===== config.mk =====
export PLATFORM = sky130hd
export DESIGN_NAME = base64_stream_encoder
export DESIGN_NICKNAME = d
export VERILOG_FILES = /design/src/hdl/b64e_pkg.sv /design/src/hdl/b64e_encode.sv /design/src/hdl/b64e_serial.sv /design/src/hdl/base64_stream_encoder.sv
export SDC_FILE = /design/constraint.sdc
export NUM_CORES = 1
export LEC_CHECK = 0
export ABC_CLOCK_PERIOD_IN_PS = 3000
export BUFFER_PORTS_ARGS = -buffer_cell sky130_fd_sc_hd__buf_4
export CAP_MARGIN = 10
export CORE_MARGIN = 8
export CORE_UTILIZATION = 31
export DETAILED_ROUTE_END_ITERATION = 10
export GPL_ROUTABILITY_DRIVEN = 0
export PLACE_DENSITY_LB_ADDON = 0.05
export SLEW_MARGIN = 20
export SYNTH_ARGS = -nofsm -noshare
export SYNTH_HDL_FRONTEND = slang
export SYNTH_SLANG_ARGS = --single-unit

===== constraint.sdc =====
create_clock -name clk -period 3 [get_ports clk]
set_input_delay 0.3 -clock clk [delete_from_list [all_inputs] [get_ports clk]]
set_output_delay 0.3 -clock clk [all_outputs]
set_load 0.1 [all_outputs]

===== src/hdl/b64e_pkg.sv =====
// b64e_pkg: shared types, character constants and the sextet-to-ascii mapping
// used by the base64 stream encoder modules; depends on nothing

package b64e_pkg;

	localparam int CHAR_W   = 7;
	localparam int GROUP_N  = 4;
	localparam int SLOT_W   = $clog2(GROUP_N);

	localparam logic [CHAR_W-1:0] CHAR_PAD   = 7'h3D;
	localparam logic [CHAR_W-1:0] CHAR_PLUS  = 7'h2B;
	localparam logic [CHAR_W-1:0] CHAR_DASH  = 7'h2D;
	localparam logic [CHAR_W-1:0] CHAR_SLASH = 7'h2F;
	localparam logic [CHAR_W-1:0] CHAR_UC_A  = 7'h41;
	localparam logic [CHAR_W-1:0] CHAR_LC_Z  = 7'h7A;
	localparam logic [CHAR_W-1:0] CHAR_LC_A  = 7'h61;
	localparam logic [CHAR_W-1:0] CHAR_UC_Z  = 7'h5A;
	localparam logic [CHAR_W-1:0] CHAR_D0    = 7'h30;
	localparam logic [CHAR_W-1:0] CHAR_D9    = 7'h39;

	typedef enum logic [1:0] {
		PH_FIRST  = 2'd0,
		PH_SECOND = 2'd1,
		PH_THIRD  = 2'd2
	} phase_t;

	typedef struct packed {
		logic [GROUP_N-1:0][CHAR_W-1:0] chars;
		logic [SLOT_W-1:0]              last_slot;
		logic                           last;
	} group_t;

	function automatic logic [CHAR_W-1:0] sextet_char(input logic [5:0] idx,
		input logic url);
		logic [CHAR_W-1:0] wide;
		wide = {1'b0, idx};
		if (idx < 6'd26) begin
			sextet_char = CHAR_UC_A + wide;
		end else if (idx < 6'd52) begin
			sextet_char = wide + 7'd71;
		end else if (idx < 6'd62) begin
			sextet_char = wide - 7'd4;
		end else if (idx == 6'd62) begin
			sextet_char = url ? CHAR_DASH : CHAR_PLUS;
		end else begin
			sextet_char = CHAR_SLASH;
		end
	endfunction

endpackage


===== src/hdl/b64e_encode.sv =====
// b64e_encode: group position and leftover bits, plus the combinational
// mapping of one input byte to its group of characters; uses b64e_pkg

module b64e_encode import b64e_pkg::*; (
	input  logic       clk,
	input  logic       arst_n,
	input  logic       url_alphabet,
	input  logic [7:0] data_byte,
	input  logic       last_byte,
	input  logic       advance,
	output group_t     grp
);

	phase_t     phase_q;
	phase_t     phase_d;
	logic [3:0] left_q;
	logic [3:0] left_d;

	always_comb begin
		grp.chars     = '{default: CHAR_PAD};
		grp.last_slot = '0;
		grp.last      = last_byte;
		phase_d       = PH_FIRST;
		left_d        = '0;
		unique case (phase_q)
			PH_SECOND: begin
				grp.chars[0] = sextet_char({left_q[1:0], data_byte[7:4]}, url_alphabet);
				if (last_byte) begin
					grp.chars[1]  = sextet_char({data_byte[3:0], 2'b00}, url_alphabet);
					grp.last_slot = SLOT_W'(2);
				end else begin
					phase_d = PH_THIRD;
					left_d  = data_byte[3:0];
				end
			end
			PH_THIRD: begin
				grp.chars[0]  = sextet_char({left_q, data_byte[7:6]}, url_alphabet);
				grp.chars[1]  = sextet_char(data_byte[5:0], url_alphabet);
				grp.last_slot = SLOT_W'(1);
			end
			default: begin
				grp.chars[0] = sextet_char(data_byte[7:2], url_alphabet);
				if (last_byte) begin
					grp.chars[1]  = sextet_char({data_byte[1:0], 4'b0000}, url_alphabet);
					grp.last_slot = SLOT_W'(3);
				end else begin
					phase_d = PH_SECOND;
					left_d  = {2'b00, data_byte[1:0]};
				end
			end
		endcase
	end

	always_ff @(posedge clk or negedge arst_n) begin
		if (!arst_n) begin
			phase_q <= PH_FIRST;
			left_q  <= '0;
		end else if (advance) begin
			phase_q <= phase_d;
			left_q  <= left_d;
		end
	end

endmodule


===== src/hdl/b64e_serial.sv =====
// b64e_serial: result register for one character group and the slot counter
// that hands the characters out one per transfer; uses b64e_pkg

module b64e_serial import b64e_pkg::*; (
	input  logic              clk,
	input  logic              arst_n,
	input  logic              load,
	input  group_t            grp,
	output logic              free,
	output logic              valid,
	input  logic              ready,
	output logic [CHAR_W-1:0] out_char,
	output logic              last_char
);

	logic              valid_s2;
	group_t            grp_s2;
	logic [SLOT_W-1:0] slot_q;
	logic              fire;
	logic              drained;
	logic              at_end;

	assign at_end    = (slot_q == grp_s2.last_slot);
	assign fire      = valid_s2 && ready;
	assign drained   = fire && at_end;
	assign free      = !valid_s2 || drained;
	assign valid     = valid_s2;
	assign out_char  = grp_s2.chars[slot_q];
	assign last_char = grp_s2.last && at_end;

	always_ff @(posedge clk or negedge arst_n) begin
		if (!arst_n) begin
			valid_s2 <= 1'b0;
			slot_q   <= '0;
		end else if (load) begin
			valid_s2 <= 1'b1;
			slot_q   <= '0;
		end else if (drained) begin
			valid_s2 <= 1'b0;
		end else if (fire) begin
			slot_q <= slot_q + SLOT_W'(1);
		end
	end

	always_ff @(posedge clk) begin
		if (load) begin
			grp_s2 <= grp;
		end
	end

endmodule


===== src/hdl/base64_stream_encoder.sv =====
// base64 stream encoder: one byte per input transfer, one character per output transfer
// a byte is registered at input, then loaded into the result register once that is free
// throughput: up to one byte per cycle, bounded by the output at one character per cycle
// (4 characters per 3 bytes, so a steady byte stream is limited by the character output)
// reset: arst_n clears the group position, leftover bits, alphabet select and both stages
// uses b64e_pkg, b64e_encode and b64e_serial

module base64_stream_encoder import b64e_pkg::*; (
	input  logic       clk,
	input  logic       arst_n,
	input  logic       cfg_wr_en,
	input  logic       cfg_wr_data,     // url_alphabet
	input  logic       s_axis_tvalid,
	output logic       s_axis_tready,
	input  logic [7:0] s_axis_tdata,    // [7:0] data_byte
	input  logic       s_axis_tlast,    // last_byte
	output logic       m_axis_tvalid,
	input  logic       m_axis_tready,
	output logic [7:0] m_axis_tdata,    // [6:0] out_char, [7] zero
	output logic       m_axis_tlast     // last_char
);

	logic              url_q;
	logic              valid_s1;
	logic [7:0]        data_s1;
	logic              last_s1;
	logic              s2_free;
	logic              advance;
	group_t            grp;
	logic [CHAR_W-1:0] out_char;

	assign advance       = valid_s1 && s2_free;
	assign s_axis_tready = !valid_s1 || s2_free;
	assign m_axis_tdata  = {1'b0, out_char};

	always_ff @(posedge clk or negedge arst_n) begin
		if (!arst_n) begin
			url_q <= 1'b0;
		end else if (cfg_wr_en) begin
			url_q <= cfg_wr_data;
		end
	end

	always_ff @(posedge clk or negedge arst_n) begin
		if (!arst_n) begin
			valid_s1 <= 1'b0;
		end else if (s_axis_tvalid && s_axis_tready) begin
			valid_s1 <= 1'b1;
		end else if (advance) begin
			valid_s1 <= 1'b0;
		end
	end

	always_ff @(posedge clk) begin
		if (s_axis_tvalid && s_axis_tready) begin
			data_s1 <= s_axis_tdata;
			last_s1 <= s_axis_tlast;
		end
	end

	b64e_encode u_encode (
		.clk          (clk),
		.arst_n       (arst_n),
		.url_alphabet (url_q),
		.data_byte    (data_s1),
		.last_byte    (last_s1),
		.advance      (advance),
		.grp          (grp)
	);

	b64e_serial u_serial (
		.clk       (clk),
		.arst_n    (arst_n),
		.load      (advance),
		.grp       (grp),
		.free      (s2_free),
		.valid     (m_axis_tvalid),
		.ready     (m_axis_tready),
		.out_char  (out_char),
		.last_char (m_axis_tlast)
	);

endmodule


# Word-level counts from Yosys, hierarchy flattened
# Index checks and enable logic that the tools add are counted.
# totals
regBits	37
input_bits	15
# classes
magnitude_cmp	19
n_reduce_logical	13
eq_ne	8
n_addsub	19
n_mux	43
# ops
operator	count
7-bit two-way mux	25
6-bit < comparator (second input constant)	12
6-bit by 7-bit adder with 7-bit output (second input constant)	6
7-bit by 6-bit adder with 7-bit output (first input constant)	6
6-bit by 3-bit subtractor with 7-bit output (second input constant)	6
6-bit by 5-bit < comparator with 1-bit output (second input constant)	6
16-bit one-hot mux with 2 select lines	1
6-bit equality test (second input constant)	4
7-bit binary-select mux with 2-bit select	1
2-bit two-way mux	7
4-bit one-hot mux with 2 select lines	1
2-bit nonzero test	3
1-bit logical AND	5
1-bit two-way mux	5
4-bit two-way mux	1
2-bit one-hot mux with 2 select lines	1
2-bit by 3-bit < comparator with 1-bit output (second input constant)	1
3-bit two-way mux	1
2-bit by 1-bit adder with 2-bit output (second input constant)	1
2-bit by 1-bit equality test with 1-bit output (second input constant)	1
2-bit equality test	1
2-bit equality test (second input constant)	1
1-bit zero test	2
1-bit logical OR	2
other kinds (2)	2

# Logic depth before layout (Yosys ltp)
# Gate-level depths: netlist (run 1).
# logic_depth
ltp_word	6
mapped_depth	11

# By module
# A second synthesis (run 1) with hierarchy kept.
# unflattened
cells_unflattened	450
hier_area_um2	4289.1
# by_module_without_submodules
mod	cells_each	area_each_um2	instances
b64e_encode	373	2573.7	1
b64e_serial	59	1333.8	1
base64_stream_encoder	18	381.6	1

# Worst setup path before layout (run 1)
# OpenSTA, ideal clock, no wires.
# synth_path
path_kind	reg-to-reg
from	register u_serial.valid_s2 (netlist: u_serial.valid)
to	register data_s1[0], enable pin
path_buffers	0
arrival_ns	2.426
period_less_slack_ns	2.711
setup_ns	0.285
path_stages_with_launch	5
setup_slack_ns	0.289
required_time_ns	2.715
cell_sequence	dfrtp_1 > inv_1 > a21oi_1 > nand2_1 > and2_1
# synth_via
elab_chain_cells	5
elab_cells_between_ends	6
cone_classes	6 x reduce/logical
# synth_rtl
item	line	text
from (decl)	b64e_serial.sv:16	logic valid_s2;
from (signal assigned)	b64e_serial.sv:33	valid_s2 <= 1'b0;
from (signal assigned)	b64e_serial.sv:36	valid_s2 <= 1'b1;
from (signal assigned)	b64e_serial.sv:39	valid_s2 <= 1'b0;
1-bit logical AND	b64e_serial.sv:24	assign fire = valid_s2 && ready;
1-bit logical AND	b64e_serial.sv:25	assign drained = fire && at_end;
1-bit logical OR *	b64e_serial.sv:26	assign free = !valid_s2 || drained;
1-bit logical OR *	base64_stream_encoder.sv:33	assign s_axis_tready = !valid_s1 || s2_free;
net s_axis_tready	base64_stream_encoder.sv:14	output logic s_axis_tready,
1-bit logical AND *	base64_stream_encoder.sv:55	if (s_axis_tvalid && s_axis_tready) begin
to (signal assigned)	base64_stream_encoder.sv:56	data_s1 <= s_axis_tdata;
to (decl)	base64_stream_encoder.sv:25	logic [7:0] data_s1;
# Mark *: on every way through the listed nets, which the timed path passes. The rest lies on a longest branch.
# A chain may end at the register's enable or synchronous reset.

==> results of run 1 <==
routing by layer:
layer,vias up,GRT usage (%),part of all wire [%]
li1,1608,-,-
met4,0,5.19,2.5
met3,21,2.22,4.5
met5,-,0,0
met2,100,26.1,47
met1,1677,20.8,46
sequential cells by signal (all words and copies together), names as in the netlist:
signal and cells:
u_serial.grp_s2 17, data_s1 8, u_encode.left_q 4, u_encode.phase_q 2, u_serial.slot_q 2, last_s1 1
u_serial.valid 1, url_q 1, valid_s1 1
through the flow:
stage               area, sq um  worst slack (ns)  total power (W)
CTS                        4150             0.432          0.00461
global route               4150             0.238          0.00487
detailed placement         3970             0.476          0.00398
floorplan                  3610             0.289          0.00317
finish                     4150             0.399          0.00458
global placement           3970             0.489          0.00400
path summary, 6_finish.rpt:
check / endpoint / cells after the start
min reg2reg: u_serial.valid / 1
max: u_serial.grp_s2[14] / 9
max reg2reg: u_serial.grp_s2[14] / 9
min in group asynchronous: u_serial.slot_q[1] / 2
min: data_s1[6] / 1
max in group asynchronous: u_encode.left_q[2] / 2
Yosys cell counts, types with 2 or more instances:
cell | instances | area (sq um)
nor3_1 | 11 | 55.1
mux2i_1 | 6 | 60.1
clkbuf_1 | 9 | 33.8
o21ai_0 | 28 | 140
ha_1 | 25 | 313
o221ai_1 | 5 | 43.8
nand2b_1 | 11 | 68.8
xor2_1 | 2 | 17.5
nor2_2 | 2 | 12.5
a31oi_1 | 9 | 56.3
buf_4 | 3 | 22.5
a221oi_1 | 4 | 35.0
o211a_1 | 2 | 20.0
nor3b_1 | 3 | 22.5
nand3_1 | 17 | 85.1
edfxtp_1 | 26 | 781
and3_1 | 5 | 31.3
a21o_1 | 2 | 15.0
a22o_1 | 3 | 26.3
a211o_1 | 8 | 70.1
buf_2 | 16 | 80.1
and2_1 | 8 | 50.1
inv_1 | 20 | 75.1
a21oi_1 | 25 | 125
nor2b_1 | 12 | 75.1
buf_6 | 3 | 33.8
nand4b_1 | 2 | 17.5
xnor2_1 | 16 | 140
mux2_1 | 6 | 67.6
or4_1 | 2 | 15.0
nand4_1 | 7 | 43.8
clkinv_1 | 2 | 7.51
nor2_1 | 28 | 105
mux2_2 | 2 | 22.5
o31ai_1 | 3 | 22.5
dfrtp_1 | 11 | 275
clkbuf_2 | 2 | 10.0
nand2_1 | 23 | 86.3
o211ai_1 | 8 | 60.1
a21oi_2 | 2 | 17.5
or3_1 | 3 | 18.8
a211oi_1 | 7 | 52.6
cells by family after synthesis:
group	after synthesis	synth area share (%)
fa+ha+maj	25	8.67
buf+inv	55	7.28
flops	37	29.3
xor+xnor	18	4.37
simple gates	150	23.3
other cells	1	0.104
compound gates	121	22.9
mux	14	4.16
cell usage in the layout (no fill, tap or decap), types with 6 or more instances in the layout:
cell       count
a211o_1        8
a21oi_1       25
o211ai_1       8
mux2_1         6
edfxtp_1      26
nand4_1        7
and2_1         8
nand2_1       23
o21ai_0       28
nand2b_1      11
buf_4         49
nand3_1       17
mux2i_1        6
a211oi_1       7
inv_1         20
nor2b_1       12
clkbuf_16      6
nor3_1        11
dfrtp_1       11
xnor2_1       16
a31oi_1        9
nor2_1        28
ha_1          25
report_power, final:
group	leakage (nW)	switching (W)	total (W)	internal, W
Combinational	1.17	0.00201	0.00298	0.000976
Clock	0.0825	0.000241	0.000602	0.000361
Sequential	0.374	0.000181	0.000997	0.000817
critical path, cell delays in order (launching register included):
cell and delay (ns):
edfxtp_1 0.39, inv_1 0.17, ha_1 0.19, nand2b_1 0.27, xnor2_1 0.11, ha_1 0.23, or3_1 0.38, a31oi_1 0.16
mux2_1 0.34, o221ai_1 0.19
area by class of cell:
type                       count  area, sq um
clock inverter                 2         15.0
multi-input combinational    329         2290
timing repair buffer          50          378
fill                        1165         7220
sequential                    37         1060
inverter                      22         82.6
clock buffer                   6          150
tap                          143          179
==> flow_metrics.py, run 1 <==
metrics = {
    "run_status": {
        "status": "finished clean",
    },
    "die": {
        "io_pins": 26,
        "core-area_sq_um": 11400,
        "die_area_sq_um": 15300,
        "fp.dieH_um": 124,
        "die_x_um": 124,
        "rows": 39,
        "initial_utilization_pct": 31.7,
    },
    "cts": {
        "hold_buffers": 1,
        "cts_resized": 0,
        "clk_latency_ns": 0.29,
        "cts_buffers": 5,
        "ctsHtreeMaxLevel": 2,
        "cts-root-buf": "clkbuf_16",
        "cts_buffer_depth": 2,
        "clock_sinks": 37,
        "path_clk_slew_ns": 0.07,
        "cts_setup_buffers": 0,
        "cts_tree": "done",
    },
    "detailed_routing": {
        "ant_nets": 0,
        "drcViolationCount": 0,
        "firstDrtPassIters": 5,
        "num_vias": 3406,
        "vias_per_cell": 5.78,
        "drt_iter0_drc": 189,
        "wl_per_cell_um": 20.4,
        "wirelength_um": 12000,
    },
    "cells_and_area": {
        "antenna_cells": 0,
        "stdcell_count": 589,
        "finish.utilization_pct": 36.5,
        "area_growth_pct": 15.0,
        "final_nets": 485,
        "drive_above_1_share_pct": 16.1,
    },
    "critical_path": {
        "crit_start": "data_s1[1]",
        "end_kind": "flip-flop",
        "reg2reg_slack_ns": 0.40,
        "critPathKind": "reg -> reg",
        "cp-start-kind": "flip-flop",
        "cp.required_ns": 3.11,
        "cp.arrival_ns": 2.72,
        "critPathMaxFanout": 7,
        "rr_startpoint": "data_s1[1]",
    },
    "yosys": {
        "yosysUniqueCellTypes": 74,
        "avgSynthCellArea_sq_um": 8.57,
        "yosysSeqAreaShare_pct": 29.3,
        "ys.flop_type": "edfxtp_1",
        "syn_inst": 421,
        "ys_ff_latch": 37,
        "yosysWarnings": 0,
        "syn-cell-area_sq_um": 3610,
        "async_flop_share_pct": 29.7,
        "synth_edf_count": 26,
        "postSynthNetCount": 461,
    },
    "timing": {
        "rsz0062_at_grt": "no",
        "timing.slew.headroom_pct": 53.2,
        "fmax_mhz": 385,
        "post-route-min-period_ns": 2.60,
        "tns_ns": 0,
        "whs_ns": 0.179,
        "tightest_slew_ns": 0.700,
        "hold_viol_final": 0,
        "slew_violations": 0,
        "skew_ns": 0.00877,
        "fin_crit_sh_pct": 86.7,
        "final-setup-viol-count": 0,
    },
    "grt": {
        "grt_overflow": 0,
        "grt_antenna_before_repair": 0,
        "grt_max_degree": 20,
        "grt_pass1_wl_um": 18400,
        "grt_use_total_pct": 15.8,
        "grt_pass1_vias": 3156,
    },
    "place": {
        "dp_hpwl_um": 9110,
        "port-buffer-count": 24,
        "dpl.cell_count": 580,
    },
    "flow_run": {
        "max_cap_violations": 0,
    },
    "pwr": {
        "ir_drop_v": 0.000834,
        "p_per_area_nw_per_um2": 1100,
        "p_leak_nw": 1.62,
    },
    "min_path": {
        "hold_class": "in -> reg",
        "holdCritStartpoint": "s_axis_tdata[6]",
    },
}
Power figures use the tool's default switching activity.
==> inputs of run 2 (changes only) <==
PLACE_DENSITY = 0.56   (was default)
PLACE_DENSITY_LB_ADDON = default   (was 0.05)
==> flow_metrics.py, run 2 (synthesis gave the netlist of run 1 again) <==
metrics = {
    "min_path": {
        "hold_class": "in -> reg",
        "holdPathStages": 1,
        "holdCritStartpoint": "s_axis_tdata[3]",
        "whs_endpoint": "data_s1[3]",
    },
    "detailed_routing": {
        "wl_per_cell_um": 18.4,
        "drt_iter0_drc": 333,
        "vias_per_cell": 5.76,
        "wirelength_um": 10700,
        "firstDrtPassIters": 5,
        "num_vias": 3365,
        "drcViolationCount": 0,
        "ant_nets": 0,
    },
    "timing": {
        "timing.slew.headroom_pct": 54.0,
        "slew_violations": 0,
        "post-route-min-period_ns": 2.66,
        "hold_viol_final": 0,
        "whs_ns": 0.190,
        "tns_ns": 0,
        "skew_ns": 0.00564,
        "rsz0062_at_grt": "no",
        "final-setup-viol-count": 0,
        "fin_crit_sh_pct": 88.6,
        "tightest_slew_ns": 0.689,
        "fmax_mhz": 376,
    },
    "critical_path": {
        "end_kind": "flip-flop",
        "rr_startpoint": "data_s1[6]",
        "cp-start-kind": "flip-flop",
        "slowest_delay_ns": 0.67,
        "cp.arrival_ns": 2.68,
        "cp.required_ns": 3.02,
        "r2r_end": "u_serial.grp_s2[8]",
        "reg2reg_slack_ns": 0.34,
        "crit_buf_inv": 1,
        "critPathMaxFanout": 13,
        "crit_path_cell_trace": "inv_1 -> ha_1 -> nand2b_1 -> a2111oi_1 -> a211oi_1 -> o32a_1",
        "cp_top_family": "compound AO/OA/AOI/OAI gates",
        "worstRegToRegCells": 6,
        "critPathKind": "reg -> reg",
        "cp_slowest_cell": "edfxtp_1",
        "crit_cells": 6,
    },
    "cts": {
        "cts_buffers": 5,
        "clock_sinks": 37,
        "cts_setup_buffers": 0,
        "path_clk_slew_ns": 0.06,
        "cts_tree": "done",
        "cts_resized": 0,
        "ctsHtreeMaxLevel": 2,
        "clk_latency_ns": 0.28,
        "cts-root-buf": "clkbuf_16",
        "cts_buffer_depth": 2,
    },
    "run_status": {
        "status": "finished clean",
    },
    "pwr": {
        "p_sw_share_pct": 52.9,
        "power_frac_comb_pct": 64.8,
        "seq_power_share_pct": 22.8,
        "p_sw_w": 0.00236,
        "p_leak_nw": 1.59,
        "cellInternalPower_w": 0.00210,
        "power_w": 0.00446,
        "ir_drop_v": 0.00135,
        "clockPowerShare_pct": 12.4,
        "p_per_area_nw_per_um2": 1090,
    },
    "grt": {
        "grt_antenna_before_repair": 0,
        "grt_use_total_pct": 14.0,
        "grt_overflow": 0,
        "grt_pass1_wl_um": 17100,
        "grt_pass1_vias": 3206,
        "grt_max_degree": 21,
    },
    "die": {
        "io_pins": 26,
        "die_area_sq_um": 15300,
        "initial_utilization_pct": 31.7,
        "fp.dieH_um": 124,
        "rows": 39,
        "die_x_um": 124,
        "core-area_sq_um": 11400,
    },
    "cells_and_area": {
        "layout_commonest_cell": "buf_4",
        "largest_register_ffs": 17,
        "largest_register": "u_serial.grp_s2",
        "reg_top3": "u_serial.grp_s2 (17), data_s1 (8), u_encode.left_q (4)",
        "final_cell_mix": "44 x buf_4, 28 x nor2_1, 28 x o21ai_0",
        "area_growth_pct": 13.6,
        "drive_above_1_share_pct": 15.2,
        "antenna_cells": 0,
        "final_nets": 480,
    },
    "place": {
        "dp_hpwl_um": 7910,
        "port-buffer-count": 24,
    },
    "flow_run": {
        "max_cap_violations": 0,
    },
}
## run 2: area by class of cell
| type | instances | area, sq um |
|---|---|---|
| timing repair buffer | 45 | 340 |
| clock inverter | 2 | 13.8 |
| fill | 1146 | 7270 |
| sequential | 37 | 1060 |
| multi-input combinational | 329 | 2290 |
| tap | 143 | 179 |
| inverter | 22 | 82.6 |
| clock buffer | 6 | 139 |
## run 2: through the flow
stage,area [sq um],setup WS [ns],cells,utilization [%]
floorplan,3610,0.289,421,-
global placement,3940,0.503,575,34.6
detailed placement,3940,0.409,575,34.6
CTS,4100,0.396,584,36.1
global route,4100,0.233,584,36.1
finish,4100,0.342,584,36.1
## run 2: timing repair
| item | 4_1_cts | 5_1_grt |
|---|---|---|
| hold buffers | 1 | 0 |
| setup endpoints to repair | 0 | 0 |
| hold endpoints to repair | 11 | 0 |
## run 2: power groups by stage
| stage | combinational, W | sequential, W | clock [W] |
|---|---|---|---|
| 2_1_floorplan | 0.00226 | 0.000915 | 0 |
| 3_3_place_gp | 0.00285 | 0.00102 | 0 |
| 5_1_grt | 0.00310 | 0.00105 | 0.000591 |
| 3_5_place_dp | 0.00285 | 0.00103 | 0 |
| 6_report | 0.00289 | 0.00102 | 0.000553 |
| 4_1_cts | 0.00286 | 0.00102 | 0.000564 |
## run 2: per-layer routing
| metal | up-vias | track usage, % | part of all wire [%] |
|---|---|---|---|
| met1 | 1603 | 19.2 | 45 |
| met3 | 23 | 2.09 | 7.6 |
| li1 | 1588 | - | - |
| met4 | 0 | 5.04 | 2.6 |
| met5 | - | 0 | 0 |
| met2 | 151 | 21.9 | 45 |
## run 2: worst max path at each step
stage / startpoint / endpoint / slack (ns)
final: data_s1[6] / u_serial.grp_s2[8] / 0.34
after global placement: data_s1[6] / u_serial.grp_s2[7] / 0.50
after CTS: data_s1[6] / u_serial.grp_s2[8] / 0.40
after detailed placement: data_s1[6] / u_serial.grp_s2[8] / 0.41
after global routing: data_s1[6] / u_serial.grp_s2[4] / 0.23
after floorplan: u_serial.valid / data_s1[0] / 0.29
